$ cat src/rtl/core/dbie_pkg.sv
package dbie_pkg;

  // Pin report codes.
  localparam logic [1:0] PIN_NONE = 2'd0;
  localparam logic [1:0] PIN_ON   = 2'd1;
  localparam logic [1:0] PIN_OFF  = 2'd2;

  // Alarm modes.
  localparam logic [1:0] ALARM_BOTH      = 2'd0;
  localparam logic [1:0] ALARM_RISE_ONLY = 2'd1;
  localparam logic [1:0] ALARM_FALL_ONLY = 2'd2;
  localparam logic [1:0] ALARM_NONE      = 2'd3;

  // Register indexes on the configuration port.
  localparam int unsigned RegIdxW = 3;
  localparam int unsigned AddrW   = 5;
  localparam logic [RegIdxW-1:0] REG_ENABLED       = 3'd0;
  localparam logic [RegIdxW-1:0] REG_RISE_COUNT    = 3'd1;
  localparam logic [RegIdxW-1:0] REG_FALL_COUNT    = 3'd2;
  localparam logic [RegIdxW-1:0] REG_HIGH_PRIORITY = 3'd3;
  localparam logic [RegIdxW-1:0] REG_ALARM_MODE    = 3'd4;
  localparam logic [RegIdxW-1:0] REG_POINT_ADDRESS = 3'd5;
  localparam logic [RegIdxW-1:0] REG_SENSOR_ID     = 3'd6;

  typedef enum logic [1:0] {
    CAUSE_RISE = 2'd0,
    CAUSE_FALL = 2'd1,
    CAUSE_NONE = 2'd3
  } cause_e;

  typedef struct packed {
    logic       enabled;
    logic [7:0] rise_count;
    logic [7:0] fall_count;
    logic       high_priority;
    logic [1:0] alarm_mode;
    logic [7:0] point_address;
    logic [7:0] sensor_id;
  } cfg_t;

  typedef struct packed {
    logic       cause;
    logic       level;
    logic [7:0] event_address;
    logic [7:0] event_sensor;
  } evt_t;

endpackage

$ cat src/rtl/core/dbie_regs.sv
module dbie_regs (
  input  logic                       clk_i,
  input  logic                       rst_ni,
  input  logic                       psel,
  input  logic                       penable,
  input  logic                       pwrite,
  input  logic [dbie_pkg::AddrW-1:0] paddr,
  input  logic [31:0]                pwdata,
  output logic [31:0]                prdata,
  output logic                       pready,
  output dbie_pkg::cfg_t             cfg_o
);
  import dbie_pkg::*;

  cfg_t               cfg_q;
  logic [RegIdxW-1:0] idx;
  logic               wr_en;

  assign pready = 1'b1;
  assign idx    = paddr[AddrW-1:2];
  assign wr_en  = psel & penable & pwrite;

  always_ff @(posedge clk_i or negedge rst_ni) begin
    if (!rst_ni) begin
      cfg_q.enabled       <= 1'b0;
      cfg_q.rise_count    <= 8'd1;
      cfg_q.fall_count    <= 8'd1;
      cfg_q.high_priority <= 1'b0;
      cfg_q.alarm_mode    <= ALARM_NONE;
      cfg_q.point_address <= 8'd0;
      cfg_q.sensor_id     <= 8'd0;
    end else if (wr_en) begin
      case (idx)
        REG_ENABLED:       cfg_q.enabled       <= pwdata[0];
        REG_RISE_COUNT:    cfg_q.rise_count    <= pwdata[7:0];
        REG_FALL_COUNT:    cfg_q.fall_count    <= pwdata[7:0];
        REG_HIGH_PRIORITY: cfg_q.high_priority <= pwdata[0];
        REG_ALARM_MODE:    cfg_q.alarm_mode    <= pwdata[1:0];
        REG_POINT_ADDRESS: cfg_q.point_address <= pwdata[7:0];
        REG_SENSOR_ID:     cfg_q.sensor_id     <= pwdata[7:0];
        default: ;
      endcase
    end
  end

  always_comb begin
    prdata = 32'd0;
    case (idx)
      REG_ENABLED:       prdata = {31'd0, cfg_q.enabled};
      REG_RISE_COUNT:    prdata = {24'd0, cfg_q.rise_count};
      REG_FALL_COUNT:    prdata = {24'd0, cfg_q.fall_count};
      REG_HIGH_PRIORITY: prdata = {31'd0, cfg_q.high_priority};
      REG_ALARM_MODE:    prdata = {30'd0, cfg_q.alarm_mode};
      REG_POINT_ADDRESS: prdata = {24'd0, cfg_q.point_address};
      REG_SENSOR_ID:     prdata = {24'd0, cfg_q.sensor_id};
      default:           prdata = 32'd0;
    endcase
  end

  assign cfg_o = cfg_q;

endmodule

$ cat src/rtl/core/dbie_core.sv
module dbie_core (
  input  logic           clk_i,
  input  logic           rst_ni,
  input  dbie_pkg::cfg_t cfg_i,
  input  logic           req_valid_i,
  input  logic [1:0]     pin_code_i,
  output logic           req_stall_o,
  input  logic           hold_i,
  output logic           evt_valid_o,
  output dbie_pkg::evt_t evt_o
);
  import dbie_pkg::*;

  logic       s1_valid_q, s1_valid_d;
  logic [1:0] s1_code_q;
  logic       accept, advance;

  logic       rise_armed_q, rise_armed_d;
  logic       fall_armed_q, fall_armed_d;
  logic [7:0] rise_timer_q, rise_timer_d;
  logic [7:0] fall_timer_q, fall_timer_d;
  logic       first_fall_q, first_fall_d;
  cause_e     last_cause_q, last_cause_d;
  logic       emit;
  evt_t       evt;

  assign req_stall_o = s1_valid_q & hold_i;
  assign accept      = req_valid_i & ~req_stall_o;
  assign advance     = s1_valid_q & ~hold_i;
  assign s1_valid_d  = accept | (s1_valid_q & hold_i);

  always_ff @(posedge clk_i or negedge rst_ni) begin
    if (!rst_ni) begin
      s1_valid_q <= 1'b0;
    end else begin
      s1_valid_q <= s1_valid_d;
    end
  end

  always_ff @(posedge clk_i) begin
    if (accept) begin
      s1_code_q <= pin_code_i;
    end
  end

  // One tick of the debounce timers for the request held in stage one.
  always_comb begin
    logic allow;
    rise_armed_d = rise_armed_q;
    fall_armed_d = fall_armed_q;
    rise_timer_d = rise_timer_q;
    fall_timer_d = fall_timer_q;
    first_fall_d = first_fall_q;
    last_cause_d = last_cause_q;
    emit         = 1'b0;
    evt.cause         = 1'b0;
    evt.level         = 1'b0;
    evt.event_address = cfg_i.point_address;
    evt.event_sensor  = cfg_i.sensor_id;
    allow        = 1'b0;
    if (advance && cfg_i.enabled) begin
      if (s1_code_q == PIN_ON) begin
        rise_armed_d = 1'b1;
        fall_armed_d = 1'b0;
        rise_timer_d = cfg_i.rise_count;
      end else if (s1_code_q == PIN_OFF) begin
        fall_armed_d = 1'b1;
        rise_armed_d = 1'b0;
        fall_timer_d = cfg_i.fall_count;
      end

      if (rise_armed_d) begin
        rise_timer_d = rise_timer_d - 8'd1;
        if (rise_timer_d == 8'd0) begin
          allow = cfg_i.high_priority &&
                  (cfg_i.alarm_mode == ALARM_BOTH || cfg_i.alarm_mode == ALARM_RISE_ONLY);
          if (last_cause_d != CAUSE_RISE) begin
            last_cause_d = CAUSE_RISE;
            if (allow) begin
              emit      = 1'b1;
              evt.cause = 1'b0;
              evt.level = 1'b1;
            end
          end
          rise_armed_d = 1'b0;
        end
      end

      if (fall_armed_d) begin
        fall_timer_d = fall_timer_d - 8'd1;
        if (fall_timer_d == 8'd0) begin
          allow = cfg_i.high_priority &&
                  (cfg_i.alarm_mode == ALARM_BOTH || cfg_i.alarm_mode == ALARM_FALL_ONLY);
          // The first fall expiry after reset is swallowed without a record.
          if (first_fall_q && !emit && last_cause_d != CAUSE_FALL) begin
            last_cause_d = CAUSE_FALL;
            if (allow) begin
              emit      = 1'b1;
              evt.cause = 1'b1;
              evt.level = 1'b0;
            end
          end
          fall_armed_d = 1'b0;
          first_fall_d = 1'b1;
        end
      end
    end
  end

  always_ff @(posedge clk_i or negedge rst_ni) begin
    if (!rst_ni) begin
      rise_armed_q <= 1'b0;
      fall_armed_q <= 1'b0;
      rise_timer_q <= 8'd0;
      fall_timer_q <= 8'd0;
      first_fall_q <= 1'b0;
      last_cause_q <= CAUSE_NONE;
    end else begin
      rise_armed_q <= rise_armed_d;
      fall_armed_q <= fall_armed_d;
      rise_timer_q <= rise_timer_d;
      fall_timer_q <= fall_timer_d;
      first_fall_q <= first_fall_d;
      last_cause_q <= last_cause_d;
    end
  end

  assign evt_valid_o = emit;
  assign evt_o       = evt;

  a_arm_exclusive: assert property (@(posedge clk_i) disable iff (!rst_ni)
    !(rise_armed_q && fall_armed_q))
    else $error("rise and fall timers armed together");

  a_first_fall_sticky: assert property (@(posedge clk_i) disable iff (!rst_ni)
    first_fall_q |=> first_fall_q)
    else $error("first fall flag cleared after being set");

  a_emit_needs_enable: assert property (@(posedge clk_i) disable iff (!rst_ni)
    evt_valid_o |-> (advance && cfg_i.enabled && cfg_i.high_priority))
    else $error("event produced without an enabled high priority tick");

  a_fall_needs_first: assert property (@(posedge clk_i) disable iff (!rst_ni)
    (evt_valid_o && evt_o.cause) |-> first_fall_q)
    else $error("fall event reported before first fall was swallowed");

endmodule

$ cat src/rtl/core/dbie_outbuf.sv
module dbie_outbuf (
  input  logic           clk_i,
  input  logic           rst_ni,
  input  logic           push_i,
  input  dbie_pkg::evt_t evt_i,
  output logic           full_o,
  output logic           valid_o,
  input  logic           stall_i,
  output dbie_pkg::evt_t evt_o
);
  import dbie_pkg::*;

  evt_t       mem_q [2];
  logic       wr_ptr_q, rd_ptr_q;
  logic [1:0] count_q, count_d;
  logic       pop;

  assign valid_o = (count_q != 2'd0);
  assign full_o  = (count_q == 2'd2);
  assign pop     = valid_o & ~stall_i;
  assign evt_o   = mem_q[rd_ptr_q];

  always_comb begin
    count_d = count_q;
    if (push_i && !pop) begin
      count_d = count_q + 2'd1;
    end else if (pop && !push_i) begin
      count_d = count_q - 2'd1;
    end
  end

  always_ff @(posedge clk_i or negedge rst_ni) begin
    if (!rst_ni) begin
      wr_ptr_q <= 1'b0;
      rd_ptr_q <= 1'b0;
      count_q  <= 2'd0;
    end else begin
      count_q <= count_d;
      if (push_i) begin
        wr_ptr_q <= ~wr_ptr_q;
      end
      if (pop) begin
        rd_ptr_q <= ~rd_ptr_q;
      end
    end
  end

  always_ff @(posedge clk_i) begin
    if (push_i) begin
      mem_q[wr_ptr_q] <= evt_i;
    end
  end

  a_no_overflow: assert property (@(posedge clk_i) disable iff (!rst_ni)
    full_o |-> !push_i)
    else $error("push into full output buffer");

  a_count_range: assert property (@(posedge clk_i) disable iff (!rst_ni)
    count_q != 2'd3)
    else $error("output buffer count out of range");

  a_ptrs_match_count: assert property (@(posedge clk_i) disable iff (!rst_ni)
    (count_q == 2'd0 || count_q == 2'd2) |-> (wr_ptr_q == rd_ptr_q))
    else $error("buffer pointers disagree with count");

endmodule

$ cat src/rtl/core/debounced_binary_input_events.sv
// Debounced binary input with event report. Each request is one scan tick
// carrying a pin code; the block accepts one request per clock while
// in_stall_o is low. The request passes an input register, then one pass of
// timer logic updates the debounce state and writes any event into a
// two-entry output buffer, from which it is presented on the output, so
// output stall only backs up into the input once that buffer is full.
// Configure through the APB port while no requests are in flight.
module debounced_binary_input_events (
  input  logic                       clk_i,
  input  logic                       rst_ni,
  input  logic                       psel,
  input  logic                       penable,
  input  logic                       pwrite,
  input  logic [dbie_pkg::AddrW-1:0] paddr,
  input  logic [31:0]                pwdata,
  output logic [31:0]                prdata,
  output logic                       pready,
  input  logic                       in_valid_i,
  output logic                       in_stall_o,
  input  logic [1:0]                 pin_code_i,
  output logic                       out_valid_o,
  input  logic                       out_stall_i,
  output logic                       cause_o,
  output logic                       level_o,
  output logic [7:0]                 event_address_o,
  output logic [7:0]                 event_sensor_o
);
  import dbie_pkg::*;

  cfg_t cfg;
  evt_t core_evt, buf_evt;
  logic core_valid, buf_full;

  dbie_regs u_regs (
    .clk_i   (clk_i),
    .rst_ni  (rst_ni),
    .psel    (psel),
    .penable (penable),
    .pwrite  (pwrite),
    .paddr   (paddr),
    .pwdata  (pwdata),
    .prdata  (prdata),
    .pready  (pready),
    .cfg_o   (cfg)
  );

  dbie_core u_core (
    .clk_i       (clk_i),
    .rst_ni      (rst_ni),
    .cfg_i       (cfg),
    .req_valid_i (in_valid_i),
    .pin_code_i  (pin_code_i),
    .req_stall_o (in_stall_o),
    .hold_i      (buf_full),
    .evt_valid_o (core_valid),
    .evt_o       (core_evt)
  );

  dbie_outbuf u_outbuf (
    .clk_i   (clk_i),
    .rst_ni  (rst_ni),
    .push_i  (core_valid),
    .evt_i   (core_evt),
    .full_o  (buf_full),
    .valid_o (out_valid_o),
    .stall_i (out_stall_i),
    .evt_o   (buf_evt)
  );

  assign cause_o         = buf_evt.cause;
  assign level_o         = buf_evt.level;
  assign event_address_o = buf_evt.event_address;
  assign event_sensor_o  = buf_evt.event_sensor;

endmodule
$ cat config.mk
export PLATFORM = sky130hd
export DESIGN_NAME = debounced_binary_input_events
export DESIGN_NICKNAME = d
export VERILOG_FILES = /design/src/rtl/core/dbie_pkg.sv /design/src/rtl/core/dbie_regs.sv /design/src/rtl/core/dbie_core.sv /design/src/rtl/core/dbie_outbuf.sv /design/src/rtl/core/debounced_binary_input_events.sv
export SDC_FILE = /design/constraint.sdc
export NUM_CORES = 1
export LEC_CHECK = 0
export ABC_AREA = 1
export BUFFER_PORTS_ARGS = -buffer_cell sky130_fd_sc_hd__buf_2
export CORE_ASPECT_RATIO = 0.9
export CORE_MARGIN = 4
export CORE_UTILIZATION = 50
export CTS_CLUSTER_DIAMETER = 30
export DETAILED_ROUTE_END_ITERATION = 16
export PLACE_DENSITY = 0.75
export SETUP_SLACK_MARGIN = 0.1
export SKIP_LAST_GASP = 1
export SYNTH_ARGS = -nofsm -noshare
export SYNTH_HDL_FRONTEND = slang
export SYNTH_HIERARCHICAL = 1
export SYNTH_SLANG_ARGS = --single-unit
$ cat constraint.sdc
create_clock -name clk_i -period 8 [get_ports clk_i]
set_input_delay 1.6 -clock clk_i [delete_from_list [all_inputs] [get_ports clk_i]]
set_output_delay 1.6 -clock clk_i [all_outputs]
set_load 0.005 [all_outputs]
==> impl_results.md, run 1 <==
* Period utilization at 0.5471
* Crit path max fanout at 22
* Hold_sp: u_core/last_cause_q[0]$_DFFE_PN1P_
* Warnings, synthesis at 6
* Clk slew on worst S/H paths at ~0.070 ns
* Slowest CP cell: buf_2
* Filler instances at 975
* Place WS at ~3.7 ns
* Top-Level Pins at between 90 and 100
* CTS root buf: clkbuf_16
* Post-synth EDFFs at 38
* Initial antenna violation count at 0
* Yosys reg bits at 100
* Most frequent cells in the layout: 201 x nand2_1, 68 x inv_1, 56 x dfrtp_1, 47 x buf_2, 39 x nand3_1
* CP Cell Sequence: buf_2, inv_2, nand3_2, inv_2, nand2_1, nand4_1, buf_2
* Routed WL at between 10000 and 15000 um
* DRC Markers at 0
* RD Place Congestion at around 0.8
* Area contributors post-synth: dfrtp_1 25%, edfxtp_1 20%, nand2_1 13%
* Commonest non-fill, non-tap cell in the layout: nand2_1
* Static Leakage at 0.002949 uW
* Post-CTS Setup Bufs at 0
* DP HPWL at approximately 8900 um
* Final Power at about 1700 uW
* Crit end category: primary output
* Post-synthesis sequential area ratio at 0.4736
* Top-area cell type share of the netlist area at 0.2458
* Top FF cell, synth: dfrtp_1
* WHS Path Cells at 2
* Worst Path Required at around 6.4 ns
* Final setup vio count at 0
* Cell variety after synth at 42
* ANT nets after route at 0
* Crit Reg-Reg Endpoint: u_outbuf/mem_q[1][13]$_DFFE_PP_
* Ant. Diodes at 0
* Worst Reg-to-Reg Cells at 17
* DIE AREA at 13180 um2
* CTS tree: built
* Slowest stage delay, CP at 0.35 ns
* Die span in x at 120.6 um
* Area Overhead vs Synth at 6.188%
* PwrDens at 277.8 nW/um2
* Layout cell share with drive strength beyond 1 at 0.2060
* GRT Util Overall at 0.1931
* Gate Count Post-Synth at about 680
* Site Rows at 36
* Final slew viol count at 0
* Fin area at 6055 um2
* Placed cell area at around 5800 um2
* Number of hold buffers added after cts at 0
* Final Skew at about 0.008 ns
* Status: complete, no violations
* CP Launch Type: input pin
* Die Span Y at between 100 and 150 um
* IO Port Bufs at 47
* Mapped Area at roughly 5700 um2
* Tightest Pin Transition at ~0.84 ns
* CTS buffer count at 9
* DR pass1 iterations at 5
* Synthesized area per cell at 8.434 um2
* Final WS setup at ~3.6 ns
* Area leader, netlist: dfrtp_1
* Aggregate negative setup slack at 0 ns
* RSZ-0062 raised after global routing: no
* Wire per inst at approximately 14 um
* Reg2reg setup slack at approximately 4.5 ns
* GRT Residual Overflow at 0
* Worst rel slew slack at 0.4367
* Core ar. at between 10000 and 15000 um2
* Max clock buf depth at 2
* Worst reg2reg path startpoint: u_core/s1_code_q[0]$_DFFE_PP_
* WS Path Type: input pin to primary output
* Layout Nets at 750
* First-pass GRT wire length at between 20000 and 25000 um
* Hold Crit Class: register to register
* Hold EP: u_core/last_cause_q[0]$_DFFE_PN1P_
* Routed vias/inst at approximately 5.2
* Final min period at 4.377 ns
* First DRT Iteration DRCs at approximately 300
* Vias in the first global route at roughly 4100
* CP arrival at 2.78 ns
* Final core occ at 0.5509
* VDD IR max at approximately 0.16 mV
* H-tree levels at 3
* Synth async-reset ratio at 0.6200
* Initial core utilization at 0.5188
* Largest net degree at the start of global routing at between 60 and 70
* Hold Vio Cnt, Final at 0
* Post-CTS sizing at 0
* Highest clock rate at 228.5 MHz
* Worst-Skew Late Latency at around 0.35 ns
* Clock Sink Count at 100
* Max-cap viol count at 0
* Routed via count at 4470
-- sequential cells by signal, summed over array words and instances (netlist names), 2 cells and up --
register,cells
u_outbuf/mem_q,36
u_regs/cfg_o,36
u_core/fall_timer_q,8
u_core/rise_timer_q,8
u_core/last_cause_q,2
u_core/s1_code_q,2
u_outbuf/count_q,2
-- power breakdown --
group          switching [uW]  leakage (uW)  internal, uW
clock                     197      0.000137           216
combinational             365       0.00170           198
sequential               78.0       0.00111           629
-- cells in the mapped netlist, types with 3 or more instances --
cell / count
a21oi_1: 13
buf_2: 6
buf_4: 42
buf_6: 5
clkbuf_1: 6
dfrtp_1: 56
dfstp_2: 6
edfxtp_1: 38
ha_1: 5
inv_1: 68
inv_2: 7
nand2_1: 201
nand2_2: 14
nand2_4: 8
nand3_1: 39
nand3_2: 5
nand4_1: 22
nor2_1: 32
nor2_2: 9
nor2_4: 5
o21ai_0: 38
o21ai_1: 4
o21ai_2: 19
o22ai_1: 3
-- area by class of cell --
cell class | instances | area (um2) | area share
sequential | 100 | 2700 | 0.4460
multi-input combinational | 460 | 2328 | 0.3846
inverter | 78 | 295.3 | 0.04877
timing repair buffer | 50 | 257.7 | 0.04257
clock buffer | 9 | 225.2 | 0.03720
tap | 152 | 190.2 | 0.03141
clock inverter | 7 | 57.56 | 0.009506
-- how the worst max path moves through the flow --
stage | start | end
5_1_grt | paddr[4] | prdata[2]
3_5_place_dp | paddr[4] | prdata[2]
2_1_floorplan | paddr[3] | prdata[3]
4_1_cts | paddr[4] | prdata[2]
3_3_place_gp | paddr[4] | prdata[2]
6_report | paddr[4] | prdata[2]
-- kinds of logic after synthesis --
logic type	Yosys count	share of synthesized area
AND/OR/NAND/NOR	344	0.2864
adder cells (fa/ha/maj)	5	0.01097
flip-flops	100	0.4736
AO/OA/AOI/OAI	84	0.09151
buffers and inverters	139	0.1332
XOR/XNOR	2	0.003073
other	2	0.001317
-- per-stage QoR --
stage | hold WS, ns | std cells
5_1_grt | 0.5210 | 856
6_report | 0.4851 | 856
4_1_cts | 0.4880 | 856
2_1_floorplan | 0.4417 | 699
3_5_place_dp | 0.4759 | 840
3_3_place_gp | 0.4584 | 840
-- routing by layer --
| layer | track usage | wire (um) | vias to the layer above |
|---|---|---|---|
| met4 | 0.06311 | 202 | 0 |
| met3 | 0.03652 | 746 | 16 |
| met1 | 0.2607 | 5261 | 2127 |
| li1 | - | - | 2176 |
| met2 | 0.3179 | 5793 | 151 |
| met5 | 0 | 0 | - |
-- worst max-delay path: cells and delay by family --
kind	cells	cell delay, ns
buffers and inverters	4	0.83
AND/OR/NAND/NOR	3	0.32
(Power assumes the default switching activity.)
==> run 2, diff against run 1 <==
==> constraint.sdc (replaced) <==
create_clock -name clk_i -period 4.3 [get_ports clk_i]
set_input_delay 0.86 -clock clk_i [delete_from_list [all_inputs] [get_ports clk_i]]
set_output_delay 0.86 -clock clk_i [all_outputs]
set_load 0.005 [all_outputs]
==> impl_results.md, run 2 (synthesized netlist as in run 1, its figures left out) <==
* Status: complete, no violations
* Die span in x at 120.6 um (unchanged)
* Max clock buf depth at 2 (unchanged)
* CP arrival at 3.53 ns (+0.75 ns)
* Routed via count at 4443 (-0.60%)
* ANT nets after route at 0 (unchanged)
* WS Path Type: register to register
* H-tree levels at 3 (unchanged)
* Post-CTS Setup Bufs at 0 (unchanged)
* Vias in the first global route at 4306 (+3.8%)
* Core ar. at 10990 um2 (unchanged)
* Worst Reg-to-Reg Cells at 17 (unchanged)
* Final Skew at 0.008055 ns (+0.00009010 ns)
* Tightest Pin Transition at 0.9937 ns (+0.1511 ns)
* Max-cap viol count at 0 (unchanged)
* Initial antenna violation count at 0 (unchanged)
* GRT Residual Overflow at 0 (unchanged)
* RSZ-0062 raised after global routing: no
* Layout Nets at 752 (+0.27%)
* CP Launch Type: register
* Worst rel slew slack at 0.3375 (-0.09914)
* CTS tree: built
* Area Overhead vs Synth at 6.781%
* First-pass GRT wire length at 20710 um (+3.0%)
* WHS Path Cells at 2 (unchanged)
* Static Leakage at 0.002958 uW (+0.32%)
* Worst-Skew Late Latency at 0.34 ns (about the same)
* Crit end category: register
* Number of hold buffers added after cts at 0 (unchanged)
* RD Place Congestion at 0.8639 (+5.3%)
* CTS buffer count at 9 (unchanged)
* Hold Vio Cnt, Final at 0 (unchanged)
* Largest net degree at the start of global routing at 44 (-30%)
* DP HPWL at 9045 um (+1.9%)
* Most frequent cells in the layout: 201 x nand2_1, 68 x inv_1, 56 x dfrtp_1, 47 x buf_2, 39 x nand3_1
* Commonest non-fill, non-tap cell in the layout: nand2_1
* Highest clock rate at between 200 and 300 MHz
* First DRT Iteration DRCs at 346 (+15%)
* DR pass1 iterations at 6 (+1)
* Clk slew on worst S/H paths at 0.07 ns (about the same)
* Final setup vio count at 0 (unchanged)
* Clock Sink Count at 100 (unchanged)
* PwrDens at 524.2 nW/um2 (+89%)
* Site Rows at 36 (unchanged)
* Routed vias/inst at 5.178 (-0.84%)
* Hold WS at 0.4856 ns (+0.0004880 ns)
* Die Span Y at 109.3 um (unchanged)
* Final slew viol count at 0 (unchanged)
* Ant. Diodes at 0 (unchanged)
* Post-CTS sizing at 0 (unchanged)
* Routed WL at 12360 um (+2.9%)
* Period utilization at 0.8277
* Final min period at around 3.6 ns
* Worst Path Required at 4.27 ns (-2.13 ns)
* GRT Util Overall at 0.1967 (+0.003566)
* Aggregate negative setup slack at 0 ns (unchanged)
* CTS root buf: clkbuf_16
* Hold Crit Class: register to register
* Wire per inst at 14.40 um (+2.7%)
* Initial core utilization at 0.5188 (unchanged)
* VDD IR max at 0.2666 mV (+67%)
* Filler instances at 1014 (+4.0%)
* DIE AREA at 13180 um2 (unchanged)
* Layout cell share with drive strength beyond 1 at 0.2082 (+0.002249)
* Crit path max fanout at 18 (-18%)
* DRC Markers at 0 (unchanged)
* IO Port Bufs at 47 (unchanged)
* Top-Level Pins at 99 (unchanged)
## run 2: cell count changes in the layout (fill, tap and decap cells not counted)
cell	change
buf_4	+2
clkbuf_1	+1
clkinv_1	-1
clkinv_4	-2
inv_8	-1
clkinvlp_2	-1
bufinv_16	+1
clkinvlp_4	+3
## run 2: worst paths after layout
| check | slack (ns) | to | startpoint |
|---|---|---|---|
| worst max register to register | 0.74 | u_outbuf/mem_q[1][13]$_DFFE_PP_ | u_core/s1_code_q[0]$_DFFE_PP_ |
| max in group asynchronous | 2.74 | u_core/last_cause_q[0]$_DFFE_PN1P_ | rst_ni |
| min in group asynchronous | 0.68 | u_core/rise_timer_q[2]$_DFFE_PN0P_ | rst_ni |
| worst min-delay path | 0.49 | u_outbuf/count_q[1]$_DFFE_PN0P_ | u_outbuf/count_q[1]$_DFFE_PN0P_ |
| worst min register to register | 0.49 | u_outbuf/count_q[1]$_DFFE_PN0P_ | u_outbuf/count_q[1]$_DFFE_PN0P_ |
| worst max-delay path | 0.74 | u_outbuf/mem_q[1][13]$_DFFE_PP_ | u_core/s1_code_q[0]$_DFFE_PP_ |
## run 2: layout make-up
type / count / area [um2] / area share
Clock buffer: 10 / 229.0 / 0.03761
Clock inverter: 6 / 72.57 / 0.01192
Inverter: 78 / 295.3 / 0.04850
Sequential cell: 100 / 2700 / 0.4435
Multi-Input combinational cell: 460 / 2328 / 0.3824
Timing Repair Buffer: 52 / 272.8 / 0.04480
Tap cell: 152 / 190.2 / 0.03124
## run 2: critical path, stage by stage, from the launching register on
cell and delay [ns]:
edfxtp_1 0.57, inv_4 0.07, nand2_2 0.29, nand2_1 0.09, nand2_1 0.15, ha_1 0.18, nand2_1 0.12, nor2_1 0.11
nor2_1 0.04, nor2_1 0.13, nand3_1 0.11, nor2_2 0.20, nand4_2 0.18, nor2_1 0.13, nand2_1 0.08, nand2_1 0.14
nand2_1 0.07, inv_1 0.51
## run 2: stage by stage
step / util / area [um2] / worst slack (ns) / instances / total power (uW)
global placement: 0.5265 / 5787 / 0.8612 / 842 / 2334
finish: 0.5540 / 6088 / 0.7408 / 858 / 3191
floorplan: - / 5788 / 1.028 / 699 / 2158
CTS: 0.5540 / 6088 / 0.7180 / 858 / 3202
global route: 0.5540 / 6088 / 0.4159 / 858 / 3434
detailed placement: 0.5265 / 5787 / 0.7530 / 842 / 2382
## run 2: per-layer routing
| layer | GRT usage | share of wire | up-vias |
|---|---|---|---|
| li1 | - | - | 2165 |
| met1 | 0.2555 | 0.43 | 2100 |
| met2 | 0.3383 | 0.49 | 155 |
| met3 | 0.03755 | 0.064 | 23 |
| met4 | 0.05825 | 0.018 | 0 |
| met5 | 0 | 0 | - |
## run 2: where the power goes
part	internal, uW	leakage (uW)	switching (uW)	total, uW
clock	457	0.000137	354	812
combinational	372	0.00171	692	1060
sequential	1170	0.00111	145	1310
total	2000	0.00296	1190	3190
==> run 3, diff against run 2 <==
--- a/config.mk
+++ b/config.mk
@@ -12,7 +12,7 @@
 export CORE_UTILIZATION = 50
 export CTS_CLUSTER_DIAMETER = 30
 export DETAILED_ROUTE_END_ITERATION = 16
-export PLACE_DENSITY = 0.75
+export PLACE_DENSITY = 0.78
 export SETUP_SLACK_MARGIN = 0.1
 export SKIP_LAST_GASP = 1
 export SYNTH_ARGS = -nofsm -noshare
==> constraint.sdc (replaced) <==
create_clock -name clk_i -period 2.85 [get_ports clk_i]
set_input_delay 0.57 -clock clk_i [delete_from_list [all_inputs] [get_ports clk_i]]
set_output_delay 0.57 -clock clk_i [all_outputs]
set_load 0.005 [all_outputs]
==> impl_results.md, run 3 (synthesized netlist as in run 1, its figures left out) <==
* Status: complete, but fails checks
* Violated checks: setup timing
* CTS buffer count at 9 (unchanged)
* Area of the multi-input gates at 2520 um2 (+8.2%)
* Reg2reg setup slack at -0.09 ns (-0.83 ns)
* Sw Share at 0.3844 (+0.01088)
* Aggregate negative setup slack at -0.6816 ns (-0.6816 ns)
* Metal3 WL at 996 um (+26%)
* RSZ-0062 raised after global routing: yes
* Worst-Skew Late Latency at 0.35 ns (about the same)
* Final Skew at 0.009520 ns (+0.001465 ns)
* First-pass GRT wire length at 21820 um (+5.4%)
* Final WS setup at -0.08546 ns (-0.8262 ns)
* CP Launch Type: register
* Combinational group share of total power at 0.387 (+0.053)
* Reg power frac at 0.383 (-0.029)
* Wire per inst at 15.08 um (+4.7%)
* Met1 wire length at 5470 um (+2.8%)
* Static Leakage at 0.003198 uW (+8.1%)
* DP HPWL at 9296 um (+2.8%)
* DR pass1 iterations at 5 (-1)
* Crit end category: register
* Clk pwr share at 0.230 (-0.024)
* IO Port Bufs at 47 (unchanged)
* First DRT Iteration DRCs at 356 (+2.9%)
* Final min period at 2.935 ns (-0.6238 ns)
* Site Rows at 36 (unchanged)
* Commonest non-fill, non-tap cell in the layout: nand2_1
* Hold Vio Cnt, Final at 0 (unchanged)
* Initial core utilization at 0.5188 (unchanged)
* Final Power at 5170 uW (+62%)
* Most frequent cells in the layout: 192 x nand2_1, 65 x inv_1, 56 x dfrtp_1, 47 x buf_2
* CTS tree: built
* Final slew viol count at 0 (unchanged)
* Core ar. at 10990 um2 (unchanged)
* Switch Pwr at 1987 uW (+67%)
* Crit path from: u_core/s1_code_q[0]$_DFFE_PP_
* Worst Path Required at 2.92 ns (-1.35 ns)
* Internal at 3182 uW (+59%)
* Routed via count at 4756 (+7.0%)
* Hold Crit Class: input pin to asynchronous set/reset pin
* CP arrival at 3.01 ns (-0.52 ns)
* Final setup vio count at 9 (+9)
* Clk slew on worst S/H paths at 0.07 ns (about the same)
* GRT Util Overall at 0.2095 (+0.01288)
* Placed cell area at 5973 um2 (+3.2%)
* Worst reg2reg path startpoint: u_core/s1_code_q[0]$_DFFE_PP_
* WS Path Type: register to register
* DIE AREA at 13180 um2 (unchanged)
* Top-Level Pins at 99 (unchanged)
* Fin area at 6651 um2 (+9.2%)
* Die span in x at 120.6 um (unchanged)
* GRT Residual Overflow at 0 (unchanged)
* Layout cell share with drive strength beyond 1 at 0.2826 (+0.07442)
* RD Place Congestion at 0.8822 (+2.1%)
* Crit path max fanout at 4 (-14)
* DRC Markers at 0 (unchanged)
* Seq. cell area at 2700 um2 (unchanged)
* Vias in the first global route at 4522 (+5.0%)
* H-tree levels at 3 (unchanged)
* Met2 routed WL at 6653 um (+10%)
* VDD IR max at 0.3173 mV (+19%)
* Number of hold buffers added after cts at 0 (unchanged)
* CTS root buf: clkbuf_16
* Routed WL at 13500 um (+9.3%)
* Max Used Layer: met4
* Routed vias/inst at 5.314 (+2.6%)
* Crit Reg-Reg Endpoint: u_outbuf/mem_q[0][13]$_DFFE_PP_
* Period utilization at 1.030 (+0.2023)
* PwrDens at 777.2 nW/um2 (+48%)
* Die Span Y at 109.3 um (unchanged)
* Clock Sink Count at 100 (unchanged)
* Layout Nets at 789 (+4.9%)
* Tightest Pin Transition at 0.7496 ns (-0.2442 ns)
* Max-cap viol count at 0 (unchanged)
* Ant. Diodes at 0 (unchanged)
* Highest clock rate at 340.7 MHz (+21%)
* Largest net degree at the start of global routing at 29 (-34%)
* Max clock buf depth at 2 (unchanged)
* ANT nets after route at 0 (unchanged)
* CP endpoint: u_outbuf/mem_q[0][13]$_DFFE_PP_
* Worst rel slew slack at 0.4989 (+0.1614)
* Area Overhead vs Synth at 16.66%
* Initial antenna violation count at 0 (unchanged)
* Worst Reg-to-Reg Cells at 20 (+3)
* Filler instances at 924 (-8.9%)
## run 3: worst max-delay path, cell delays in order, from the launching register on
cell,delay (ns)
edfxtp_1,0.43
inv_4,0.06
buf_6,0.12
nor2_4,0.09
nand2_2,0.07
nand2_4,0.08
ha_4,0.14
nand3_4,0.10
nor2_2,0.10
nor2_1,0.05
nor2_1,0.14
nand3_1,0.14
nor2_4,0.17
nand3_4,0.11
a21boi_2,0.20
nand2_2,0.10
nand2_4,0.11
inv_4,0.04
nor2_4,0.14
buf_6,0.14
clkbuf_16,0.13
## run 3: how the worst min path moves through the flow
| stage | startpoint | endpoint | slack, ns |
|---|---|---|---|
| finish | rst_ni | u_core/s1_valid_q$_DFF_PN0_ | 0.26 |
| global route | rst_ni | u_core/s1_valid_q$_DFF_PN0_ | 0.31 |
| CTS | rst_ni | u_core/s1_valid_q$_DFF_PN0_ | 0.27 |
| detailed placement | u_regs/cfg_o[16]$_DFFE_PN1P_ | u_regs/cfg_o[16]$_DFFE_PN1P_ | 0.48 |
| global placement | u_outbuf/count_q[1]$_DFFE_PN0P_ | u_outbuf/count_q[1]$_DFFE_PN0P_ | 0.46 |
| floorplan | rst_ni | u_core/fall_armed_q$_DFFE_PN0P_ | 0.27 |
## run 3: timing repair
action	CTS	global route
pin swaps	6	14
cloned	2	1
setup buffers	15	4
endpoints found under the hold margin	0	0
endpoints found under the setup margin	38	38
gates resized for setup	24	19
## run 3: power by group through the flow
stage	clock (uW)	sequential (uW)	combinational, uW
2_1_floorplan	0	1900	1380
3_3_place_gp	0	2000	1620
3_5_place_dp	0	2010	1690
4_1_cts	1210	1980	1900
5_1_grt	1270	2020	2220
6_report	1190	1980	2000
## run 3: final cells by class
cell class	instances	share of cell area
inverters	78	0.04533
clock inverters	5	0.006584
flip-flops and latches	100	0.4059
repair buffers	89	0.09819
multi-input cells	460	0.3789
clock buffers	11	0.03649
well taps	152	0.02859
## run 3: per-stage QoR
| stage | cells | worst slack, ns | hold slack [ns] | utilization |
|---|---|---|---|---|
| after global placement | 858 | 0.01088 | 0.4589 | 0.5435 |
| after global routing | 895 | -0.2717 | 0.3060 | 0.6052 |
| after floorplan | 699 | 0.1077 | 0.2744 | - |
| final | 895 | -0.08546 | 0.2555 | 0.6052 |
| after detailed placement | 858 | -0.04351 | 0.4797 | 0.5435 |
| after CTS | 891 | 0.04789 | 0.2743 | 0.5961 |
## run 3: layer usage
layer | track usage | vias up
met2 | 0.3646 | 186
met4 | 0.06472 | 0
met5 | 0 | -
met3 | 0.04475 | 35
met1 | 0.2647 | 2287
li1 | - | 2248
